[config.mk]
export PLATFORM = sky130hd
export DESIGN_NAME = ieee1284_mode_negotiator_top
export DESIGN_NICKNAME = d
export VERILOG_FILES = /design/src/hdl/i1284neg_pkg.sv /design/src/hdl/i1284neg_core.sv /design/src/hdl/ieee1284_mode_negotiator_top.sv
export SDC_FILE = /design/constraint.sdc
export NUM_CORES = 1
export LEC_CHECK = 0
export BUFFER_PORTS_ARGS = -buffer_cell sky130_fd_sc_hd__buf_2
export CORE_ASPECT_RATIO = 1.5
export CORE_MARGIN = 5
export CORE_UTILIZATION = 55
export DETAILED_ROUTE_END_ITERATION = 16
export PLACE_DENSITY = 0.74
export SYNTH_ARGS = -nofsm -noshare
export SYNTH_HDL_FRONTEND = slang
export SYNTH_SLANG_ARGS = --single-unit
[constraint.sdc]
create_clock -name clk_i -period 9.3 [get_ports clk_i]
set_input_delay 1.86 -clock clk_i [delete_from_list [all_inputs] [get_ports clk_i]]
set_output_delay 1.86 -clock clk_i [all_outputs]
set_load 0.03 [all_outputs]
[src/hdl/i1284neg_pkg.sv]
`timescale 1ns / 1ps
`default_nettype none
// ----------------------------------------------------------------------------
// i1284neg_pkg
// Shared types and constants of the IEEE 1284 host mode negotiator.
// ----------------------------------------------------------------------------
package i1284neg_pkg;

  // Default width of the tick timer
  localparam int TimerBitsDef = 16;

  // Configuration register widths and reset values
  localparam int CfgIdxW  = 2;
  localparam int CfgDataW = 16;
  localparam logic [15:0] WaitTimeoutRst = 16'd35000;
  localparam logic [7:0]  SetupRst       = 8'd1;
  localparam logic [15:0] ResetHoldRst   = 16'd5000;

  // Configuration register indexes
  localparam logic [CfgIdxW-1:0] CFG_WAIT_TIMEOUT = 2'd0;
  localparam logic [CfgIdxW-1:0] CFG_SETUP        = 2'd1;
  localparam logic [CfgIdxW-1:0] CFG_RESET_HOLD   = 2'd2;

  // Control register bits: selin, init, autofd, strobe (msb to lsb)
  localparam logic [3:0] CTL_STROBE = 4'b0001;
  localparam logic [3:0] CTL_AUTOFD = 4'b0010;
  localparam logic [3:0] CTL_INIT   = 4'b0100;
  localparam logic [3:0] CTL_SELIN  = 4'b1000;
  localparam logic [3:0] CTL_REST   = CTL_SELIN | CTL_INIT;

  // Mode byte masks
  localparam logic [7:0] ECP_MASK    = 8'h30;
  localparam logic [7:0] MODE_KEEP   = 8'hFB;
  localparam logic [7:0] NIBBLE_MODE = 8'h00;

  typedef enum logic [1:0] {
    OP_TICK  = 2'd0,
    OP_NEG   = 2'd1,
    OP_TERM  = 2'd2,
    OP_RESET = 2'd3
  } opcode_e;

  typedef enum logic [8:0] {
    PH_IDLE     = 9'b000000001,
    PH_T_ACKLO  = 9'b000000010,
    PH_T_ACKHI  = 9'b000000100,
    PH_R_HOLD   = 9'b000001000,
    PH_N_SETUP  = 9'b000010000,
    PH_N_ACK    = 9'b000100000,
    PH_N_STROBE = 9'b001000000,
    PH_N_ACKHI  = 9'b010000000,
    PH_N_PERR   = 9'b100000000
  } phase_e;

  // Who started a terminate sequence
  typedef enum logic [1:0] {
    CALL_REQ  = 2'd0,
    CALL_NEG  = 2'd1,
    CALL_PEND = 2'd2
  } caller_e;

  // One tick request with sampled status
  typedef struct packed {
    opcode_e    opcode;
    logic [7:0] ext_code;
    logic       stat_ack;
    logic       stat_perr;
    logic       stat_sel;
    logic       stat_fault;
  } req_t;

  // One tick result
  typedef struct packed {
    logic [7:0] data_out;
    logic       ctl_strobe;
    logic       ctl_autofd;
    logic       ctl_init;
    logic       ctl_selin;
    logic       busy_res;
    logic       done_res;
    logic       result_code;
    logic [7:0] mode_now;
    logic       in_compat;
  } res_t;

endpackage
`default_nettype wire

[src/hdl/i1284neg_core.sv]
`timescale 1ns / 1ps
`default_nettype none
// ----------------------------------------------------------------------------
// i1284neg_core
// Negotiation sequencer state, configuration registers and one-tick step.
// ----------------------------------------------------------------------------
module i1284neg_core #(
  parameter int TIMER_BITS = i1284neg_pkg::TimerBitsDef
) (
  input  wire                               clk_i,
  input  wire                               rst_ni,
  input  wire                               step_i,
  input  i1284neg_pkg::req_t                req_i,
  input  wire                               cfg_we_i,
  input  wire [i1284neg_pkg::CfgIdxW-1:0]   cfg_idx_i,
  input  wire [i1284neg_pkg::CfgDataW-1:0]  cfg_data_i,
  output i1284neg_pkg::res_t                res_o
);
  import i1284neg_pkg::*;

  localparam int LimW = ((TIMER_BITS > 16) ? TIMER_BITS : 16) + 1;
  localparam logic [LimW-1:0] TmaxW = LimW'({TIMER_BITS{1'b1}});

  // Saturate a limit to the largest timer value
  function automatic logic [TIMER_BITS-1:0] clamp_lim(input logic [15:0] v);
    logic [LimW-1:0] vw;
    vw = LimW'(v);
    if (vw > TmaxW) vw = TmaxW;
    return vw[TIMER_BITS-1:0];
  endfunction

  logic [15:0] wait_cfg_q, reset_cfg_q;
  logic [7:0]  setup_cfg_q;

  phase_e                phase_q, phase_d;
  logic [TIMER_BITS-1:0] timer_q, timer_d;
  logic [7:0]            mode_q, mode_d;
  logic                  compat_q, compat_d;
  logic [7:0]            req_byte_q, req_byte_d;
  logic [7:0]            data_q, data_d;
  logic [3:0]            ctl_q, ctl_d;
  logic                  err_q, err_d;
  caller_e               caller_q, caller_d;

  logic [TIMER_BITS-1:0] wait_lim, setup_lim, reset_lim;
  logic [TIMER_BITS:0]   timer_nxt;
  logic                  wait_expired;
  logic [TIMER_BITS-1:0] timer_sat;
  logic                  setup_done, reset_done;
  logic                  go_term, go_neg, go_reset, go_fin;
  logic                  fin_code;
  caller_e               term_caller;
  logic                  term_end, term_code;

  // Configuration writes
  always_ff @(posedge clk_i or negedge rst_ni) begin
    if (!rst_ni) begin
      wait_cfg_q  <= WaitTimeoutRst;
      setup_cfg_q <= SetupRst;
      reset_cfg_q <= ResetHoldRst;
    end else if (cfg_we_i) begin
      unique case (cfg_idx_i)
        CFG_WAIT_TIMEOUT: wait_cfg_q  <= cfg_data_i;
        CFG_SETUP:        setup_cfg_q <= cfg_data_i[7:0];
        CFG_RESET_HOLD:   reset_cfg_q <= cfg_data_i;
        default: ;
      endcase
    end
  end

  // Timer limits and compares
  assign wait_lim     = clamp_lim(wait_cfg_q);
  assign setup_lim    = clamp_lim(16'(setup_cfg_q));
  assign reset_lim    = clamp_lim(reset_cfg_q);
  assign timer_nxt    = {1'b0, timer_q} + (TIMER_BITS+1)'(1);
  assign wait_expired = timer_nxt >= {1'b0, wait_lim};
  assign timer_sat    = (&timer_q) ? timer_q : timer_nxt[TIMER_BITS-1:0];
  assign setup_done   = timer_sat >= setup_lim;
  assign reset_done   = timer_sat >= reset_lim;

  // Step the sequencer by one tick
  always_comb begin
    phase_d    = phase_q;
    timer_d    = timer_q;
    mode_d     = mode_q;
    compat_d   = compat_q;
    req_byte_d = req_byte_q;
    data_d     = data_q;
    ctl_d      = ctl_q;
    err_d      = err_q;
    caller_d   = caller_q;
    go_term     = 1'b0;
    go_neg      = 1'b0;
    go_reset    = 1'b0;
    go_fin      = 1'b0;
    fin_code    = 1'b0;
    term_caller = CALL_REQ;
    term_end    = 1'b0;
    term_code   = 1'b0;

    unique case (phase_q)
      PH_IDLE: begin
        unique case (req_i.opcode)
          OP_NEG: begin
            req_byte_d = req_i.ext_code;
            if (!compat_q && (mode_q == req_i.ext_code)) begin
              go_fin = 1'b1;
            end else begin
              err_d = 1'b0;
              if (!compat_q) begin
                go_term     = 1'b1;
                term_caller = CALL_NEG;
              end else begin
                go_neg = 1'b1;
              end
            end
          end
          OP_TERM: begin
            go_term     = 1'b1;
            term_caller = CALL_REQ;
          end
          OP_RESET: begin
            err_d    = 1'b0;
            go_reset = 1'b1;
          end
          OP_TICK: ;
          default: ;
        endcase
      end
      PH_T_ACKLO: begin
        if (!req_i.stat_ack) begin
          timer_d = '0;
          ctl_d   = CTL_AUTOFD | CTL_SELIN | CTL_INIT;
          phase_d = PH_T_ACKHI;
        end else if (wait_expired) begin
          timer_d   = '0;
          term_end  = 1'b1;
          term_code = 1'b1;
        end else begin
          timer_d = timer_nxt[TIMER_BITS-1:0];
        end
      end
      PH_T_ACKHI: begin
        if (req_i.stat_ack) begin
          timer_d  = '0;
          ctl_d    = CTL_REST;
          term_end = 1'b1;
        end else if (wait_expired) begin
          timer_d   = '0;
          term_end  = 1'b1;
          term_code = 1'b1;
        end else begin
          timer_d = timer_nxt[TIMER_BITS-1:0];
        end
      end
      PH_R_HOLD: begin
        timer_d = timer_sat;
        if (reset_done) begin
          timer_d     = '0;
          go_term     = 1'b1;
          term_caller = CALL_PEND;
        end
      end
      PH_N_SETUP: begin
        timer_d = timer_sat;
        if (setup_done) begin
          timer_d = '0;
          ctl_d   = CTL_INIT | CTL_AUTOFD;
          phase_d = PH_N_ACK;
        end
      end
      PH_N_ACK: begin
        if (req_i.stat_perr && req_i.stat_sel && req_i.stat_fault && !req_i.stat_ack) begin
          timer_d = '0;
          ctl_d   = CTL_INIT | CTL_AUTOFD | CTL_STROBE;
          phase_d = PH_N_STROBE;
        end else if (wait_expired) begin
          err_d    = 1'b1;
          go_reset = 1'b1;
        end else begin
          timer_d = timer_nxt[TIMER_BITS-1:0];
        end
      end
      PH_N_STROBE: begin
        timer_d = timer_sat;
        if (setup_done) begin
          timer_d = '0;
          ctl_d   = CTL_INIT;
          phase_d = PH_N_ACKHI;
        end
      end
      PH_N_ACKHI: begin
        if (req_i.stat_ack) begin
          timer_d = '0;
          // nibble mode reports support with select low
          if ((req_byte_q == NIBBLE_MODE) ? req_i.stat_sel : !req_i.stat_sel) begin
            err_d       = 1'b1;
            go_term     = 1'b1;
            term_caller = CALL_PEND;
          end else begin
            mode_d   = req_byte_q & MODE_KEEP;
            compat_d = 1'b0;
            if ((req_byte_q & ECP_MASK) != 8'h00) begin
              ctl_d   = CTL_INIT | CTL_AUTOFD;
              phase_d = PH_N_PERR;
            end else begin
              go_fin = 1'b1;
            end
          end
        end else if (wait_expired) begin
          timer_d     = '0;
          err_d       = 1'b1;
          go_term     = 1'b1;
          term_caller = CALL_PEND;
        end else begin
          timer_d = timer_nxt[TIMER_BITS-1:0];
        end
      end
      PH_N_PERR: begin
        if (req_i.stat_perr) begin
          timer_d = '0;
          go_fin  = 1'b1;
        end else if (wait_expired) begin
          timer_d     = '0;
          err_d       = 1'b1;
          go_term     = 1'b1;
          term_caller = CALL_PEND;
        end else begin
          timer_d = timer_nxt[TIMER_BITS-1:0];
        end
      end
      default: phase_d = PH_IDLE;
    endcase

    // Route the end of a terminate back to whoever started it
    if (term_end) begin
      unique case (caller_q)
        CALL_NEG: go_neg = 1'b1;
        CALL_PEND: begin
          go_fin   = 1'b1;
          fin_code = err_q;
        end
        default: begin
          go_fin   = 1'b1;
          fin_code = term_code;
        end
      endcase
    end

    // Launch the next sequence
    if (go_term) begin
      caller_d = term_caller;
      compat_d = 1'b1;
      mode_d   = 8'h00;
      ctl_d    = CTL_REST;
      timer_d  = '0;
      phase_d  = PH_T_ACKLO;
    end
    if (go_neg) begin
      data_d  = req_byte_d;
      timer_d = '0;
      phase_d = PH_N_SETUP;
    end
    if (go_reset) begin
      ctl_d   = CTL_REST;
      timer_d = '0;
      phase_d = PH_R_HOLD;
    end
    if (go_fin) begin
      phase_d = PH_IDLE;
    end
  end

  // Sequencer state
  always_ff @(posedge clk_i or negedge rst_ni) begin
    if (!rst_ni) begin
      phase_q    <= PH_IDLE;
      timer_q    <= '0;
      mode_q     <= 8'h00;
      compat_q   <= 1'b1;
      req_byte_q <= 8'h00;
      data_q     <= 8'h00;
      ctl_q      <= CTL_REST;
      err_q      <= 1'b0;
      caller_q   <= CALL_REQ;
    end else if (step_i) begin
      phase_q    <= phase_d;
      timer_q    <= timer_d;
      mode_q     <= mode_d;
      compat_q   <= compat_d;
      req_byte_q <= req_byte_d;
      data_q     <= data_d;
      ctl_q      <= ctl_d;
      err_q      <= err_d;
      caller_q   <= caller_d;
    end
  end

  // Result of this tick
  always_comb begin
    res_o.data_out    = data_d;
    res_o.ctl_strobe  = ctl_d[0];
    res_o.ctl_autofd  = ctl_d[1];
    res_o.ctl_init    = ctl_d[2];
    res_o.ctl_selin   = ctl_d[3];
    res_o.busy_res    = (phase_d != PH_IDLE);
    res_o.done_res    = go_fin;
    res_o.result_code = go_fin & fin_code;
    res_o.mode_now    = mode_d;
    res_o.in_compat   = compat_d;
  end

endmodule
`default_nettype wire

[src/hdl/ieee1284_mode_negotiator_top.sv]
`timescale 1ns / 1ps
`default_nettype none
// ----------------------------------------------------------------------------
// ieee1284_mode_negotiator_top
// Host-side IEEE 1284 negotiation sequencer with stream request and result.
// ----------------------------------------------------------------------------
// Every request on the slave stream is one timer tick carrying the sampled
// status lines and an optional command (tuser): negotiate, terminate or reset.
// Each request yields exactly one result on the master stream with the data
// byte, the four control bits, busy, done with its ok/io-error code, the
// current mode and the compatibility flag. A request is taken every clock
// cycle while the result register is free or draining. The input register
// holds the request; the combinational step loads the result register.
// Commands that arrive while busy are ignored. Configuration registers are
// written through cfg_we_i/cfg_idx_i/cfg_data_i; the user must do so only
// while no request is in flight, which the block itself does not enforce.
// ----------------------------------------------------------------------------
module ieee1284_mode_negotiator_top #(
  parameter int TIMER_BITS = i1284neg_pkg::TimerBitsDef
) (
  input  wire                               clk_i,
  input  wire                               rst_ni,
  // request stream
  input  wire                               s_axis_tvalid,
  output logic                              s_axis_tready,
  // tdata: ext_code[7:0], stat_ack, stat_perr, stat_sel, stat_fault, 4'b0
  input  wire [15:0]                        s_axis_tdata,
  // tuser: opcode[1:0]
  input  wire [1:0]                         s_axis_tuser,
  // result stream
  output logic                              m_axis_tvalid,
  input  wire                               m_axis_tready,
  // tdata: data_out[7:0], ctl_strobe, ctl_autofd, ctl_init, ctl_selin,
  //        busy_res, done_res, result_code, mode_now[7:0], in_compat
  output logic [23:0]                       m_axis_tdata,
  // configuration
  input  wire                               cfg_we_i,
  input  wire [i1284neg_pkg::CfgIdxW-1:0]   cfg_idx_i,
  input  wire [i1284neg_pkg::CfgDataW-1:0]  cfg_data_i
);
  import i1284neg_pkg::*;

  logic in_valid_q;
  req_t in_q;
  logic out_valid_q;
  res_t out_q;
  res_t res;
  logic adv;

  // Step when a request is held and the result slot is free or draining
  assign adv           = in_valid_q && (!out_valid_q || m_axis_tready);
  assign s_axis_tready = !in_valid_q || adv;

  // Input register
  always_ff @(posedge clk_i or negedge rst_ni) begin
    if (!rst_ni) begin
      in_valid_q <= 1'b0;
    end else if (s_axis_tready) begin
      in_valid_q <= s_axis_tvalid;
    end
  end

  always_ff @(posedge clk_i) begin
    if (s_axis_tready && s_axis_tvalid) begin
      in_q.opcode     <= opcode_e'(s_axis_tuser);
      in_q.ext_code   <= s_axis_tdata[7:0];
      in_q.stat_ack   <= s_axis_tdata[8];
      in_q.stat_perr  <= s_axis_tdata[9];
      in_q.stat_sel   <= s_axis_tdata[10];
      in_q.stat_fault <= s_axis_tdata[11];
    end
  end

  i1284neg_core #(
    .TIMER_BITS(TIMER_BITS)
  ) u_core (
    .clk_i     (clk_i),
    .rst_ni    (rst_ni),
    .step_i    (adv),
    .req_i     (in_q),
    .cfg_we_i  (cfg_we_i),
    .cfg_idx_i (cfg_idx_i),
    .cfg_data_i(cfg_data_i),
    .res_o     (res)
  );

  // Result register
  always_ff @(posedge clk_i or negedge rst_ni) begin
    if (!rst_ni) begin
      out_valid_q <= 1'b0;
    end else if (adv) begin
      out_valid_q <= 1'b1;
    end else if (m_axis_tready) begin
      out_valid_q <= 1'b0;
    end
  end

  always_ff @(posedge clk_i) begin
    if (adv) begin
      out_q <= res;
    end
  end

  assign m_axis_tvalid = out_valid_q;
  assign m_axis_tdata  = {out_q.in_compat, out_q.mode_now, out_q.result_code,
                          out_q.done_res, out_q.busy_res, out_q.ctl_selin,
                          out_q.ctl_init, out_q.ctl_autofd, out_q.ctl_strobe,
                          out_q.data_out};

endmodule
`default_nettype wire
==> results_dict.tcl <==
set metrics [dict create \
    final_common_cell "nand2_1" \
    clockBufferDepth 2 \
    p_clk_share_pct 32.9 \
    holdPathEnd "u_core.ctl_q[0]" \
    place_area_um2 8350 \
    arrival_ns 6.20 \
    die_area_um2 17000 \
    initial_core_util_pct 56.4 \
    root_buffer "clkbuf_16" \
    grt_first_pass_wirelength_um 31300 \
    top_layer "met4" \
    port_buffers 62 \
    clock_sinks 137 \
    synth_top_area_cell "dfrtp_1" \
    grt_max_degree 61 \
    first_pass_iters 7 \
    ys.warnings.count 0 \
    ctsResizeCount 0 \
    avgSynthCellArea_um2 10.1 \
    synth_seq_cells 137 \
    power_frac_seq_pct 39.1 \
    drive_gt1_share_pct 22.9 \
    end_kind "register" \
    first_iter_violations 376 \
    rrSetupSlack_ns 3.43 \
    postCtsSetupBuffers 0 \
    synth_top_area_share_pct 26.2 \
    irDropWorstVdd_v 0.000117 \
    cts_hold_buffers 0 \
    r2r-end "u_core.timer_q[2]" \
    syn_to_final_growth_pct 13.3 \
    layout.nets 922 \
    ant_nets 0 \
    slew_headroom_pct 32.6 \
    final_area_um2 8970 \
    ys.flop_type "dfrtp_1" \
    required_ns 9.63 \
    hpwl_um 13700 \
    hold_class "reg -> reg" \
    nFillCells 1149 \
    timing.final.crit_share_pct 63.2 \
    synth_area_leaders "dfrtp_1 26%, edfxtp_1 14%, ha_1 7.3%" \
    coreArea_um2 14100 \
    switching_power_w 0.000763 \
    power_leakage_nw 3.98 \
    finalPower_w 0.00215 \
    power_density_nw_per_um2 240 \
    totalWireLength_um 18800 \
    rows 53 \
    holdPathStages 2 \
    cts.htree.levels 4 \
    reg2reg_from "u_core.timer_q[0]" \
    p_int_w 0.00139 \
    status "complete, no violations" \
    route.met3.wl_um 855 \
    clock.fmax_ghz 0.170 \
    worstSetupStartpointType "register" \
    grt_pass1_vias 6358 \
    fin_skew_ns 0.0111 \
    synth_edf_count 38 \
    vias 6113 \
    r2r_cells 16 \
    cts_buffers 17 \
    crit_fanout 24 \
    switching_share_pct 35.4 \
    ioPinCount 67 \
    wl_met2_um 10000 \
    netlist_instances 781 \
    stdcell_count 1040 \
    tightest_slew_ns 1.00 \
    syn_area_um2 7920 \
    cts.clk_slew.worst_paths_ns 0.07 \
    track_usage_pct 23.3 \
    ys_seq_area_share_pct 45.9 \
    setup_viol 0 \
    fin_crit_ns 5.87 \
    rsz0062_at_grt "false" \
    antennaDiodeCount 0 \
    wl_met1_um 7290 \
    hold_start "u_core.ctl_q[0]" \
    drc_errors 0 \
    hold_violations 0 \
    final_util_pct 63.8 \
    p_comb_share_pct 28.0 \
    place.gp.congestion 0.960 \
    chipHeight_um 157 \
    worstSetupPathType "reg -> reg" \
    cap_viol_max_count 0 \
    die_w_um 108 \
    ys_async_sr_fraction_pct 72.3 \
    cts_tree "yes" \
    setup-tns-final_ns 0 \
    post_drt_wl_per_cell_um 18.0 \
    synth_nets 868 \
    avgViaCountPerCell 5.88 \
    gr-total-overflow 0 \
    antenna_found_initial 0 \
    ys_types 80 \
    clock_latency_ns 0.42 \
    report.final.slew_viol_count 0 \
    layout_common_cells "89 x nand2_1, 83 x dfrtp_1, 61 x buf_2, 60 x inv_1, 54 x nor2_1" \
    dp.cells 1008 \
]
[cell type report]
type	instances	area (um^2)	share of cell area (%)
clock buffers	17	425	4.74
clock inverters	15	195	2.17
inverters	60	225	2.51
multi-input cells	552	3900	43.5
flip-flops and latches	137	3640	40.5
well taps	192	240	2.68
repair buffers	67	350	3.90
[worst max-delay path, cell delays in order, from the launching register on]
cell and delay (ns):
dfrtp_1 0.48, ha_1 0.35, nand4_1 0.25, or3_1 0.49, or2_2 0.47, a21boi_0 0.32, inv_1 0.13, ha_1 0.31
o211ai_1 0.16, a21oi_1 0.05, nor4_1 0.35, o21ai_0 0.20, a221oi_2 0.63, o2111ai_4 0.47, nor3_2 0.70, nand2_1 0.24
o221ai_2 0.20
[sequential cells by signal (all words and copies together) (netlist names), 2 cells and up]
signal / cells
u_core.reset_cfg_q: 16
u_core.wait_cfg_q: 16
u_core.timer_q: 16
u_core.req_byte_q: 8
u_core.mode_q: 8
m_axis_tdata: 24
u_core.data_q: 8
u_core.setup_cfg_q: 8
u_core.caller_q: 2
u_core.ctl_q: 4
in_q: 14
u_core.phase_q: 9
[synthesized netlist by cell type, drive strengths merged, types with 2 or more instances]
| master | instances |
|---|---|
| o22ai | 6 |
| o211ai | 6 |
| o2111ai | 2 |
| inv | 60 |
| a211oi | 4 |
| nor4b | 3 |
| o21a | 6 |
| mux2 | 36 |
| a211o | 2 |
| a21o | 3 |
| nor3 | 13 |
| a31oi | 4 |
| or3 | 10 |
| dfstp | 16 |
| a21boi | 3 |
| nand2 | 91 |
| o32ai | 2 |
| o31ai | 11 |
| a221o | 2 |
| mux2i | 17 |
| a32o | 2 |
| nand2b | 14 |
| xnor2 | 16 |
| ha | 46 |
| nor2b | 4 |
| a22o | 4 |
| buf | 20 |
| or2 | 9 |
| nand3 | 8 |
| dfrtp | 83 |
| nand4b | 3 |
| nand4 | 14 |
| and2 | 4 |
| o221ai | 2 |
| nor3b | 6 |
| nor4 | 11 |
| clkbuf | 12 |
| nor2 | 61 |
| a21oi | 41 |
| xor2 | 11 |
| nand3b | 4 |
| o21ai | 58 |
| edfxtp | 38 |
| or4b | 3 |
[metrics by stage]
stage / hold WS, ns / setup slack (ns)
final: 0.483 / 3.43
after global routing: 0.524 / 3.02
after CTS: 0.489 / 3.50
after detailed placement: 0.472 / 3.51
after global placement: 0.468 / 3.62
after floorplan: 0.447 / 4.94
[how the worst max path moves through the flow]
| stage | slack [ns] | from | end | cells past startpoint |
|---|---|---|---|---|
| after CTS | 3.50 | u_core.timer_q[0] | u_core.timer_q[2] | 16 |
| after detailed placement | 3.51 | u_core.timer_q[0] | u_core.timer_q[2] | 16 |
| after global placement | 3.62 | u_core.timer_q[0] | u_core.timer_q[2] | 16 |
| after global routing | 3.02 | u_core.timer_q[0] | u_core.timer_q[2] | 16 |
| final | 3.43 | u_core.timer_q[0] | u_core.timer_q[2] | 16 |
| after floorplan | 4.94 | u_core.timer_q[0] | u_core.timer_q[3] | 19 |
[kinds of logic (layout without fill, tap and decap cells)]
group / after synthesis / after routing / share of synthesized area (%)
fa+ha+maj: 46 / 46 / 7.26
buf+inv: 92 / 159 / 4.99
mux: 53 / 53 / 7.26
flops: 137 / 137 / 45.9
simple gates: 260 / 260 / 17.7
compound gates: 166 / 166 / 13.8
xor+xnor: 27 / 27 / 2.98
[power by group through the flow]
stage	combinational [W]	sequential, W	clock [W]
2_1_floorplan	0.000435	0.000852	0
3_3_place_gp	0.000579	0.000843	0
3_5_place_dp	0.000598	0.000850	0
4_1_cts	0.000604	0.000841	0.000718
5_1_grt	0.000672	0.000855	0.000748
6_report	0.000603	0.000842	0.000709
[per-layer routing]
layer	vias up	track usage [%]
li1	2891	-
met4	0	10.5
met1	2946	26.3
met3	60	3.98
met2	216	42.5
met5	-	0
(Power assumes the default switching activity.)
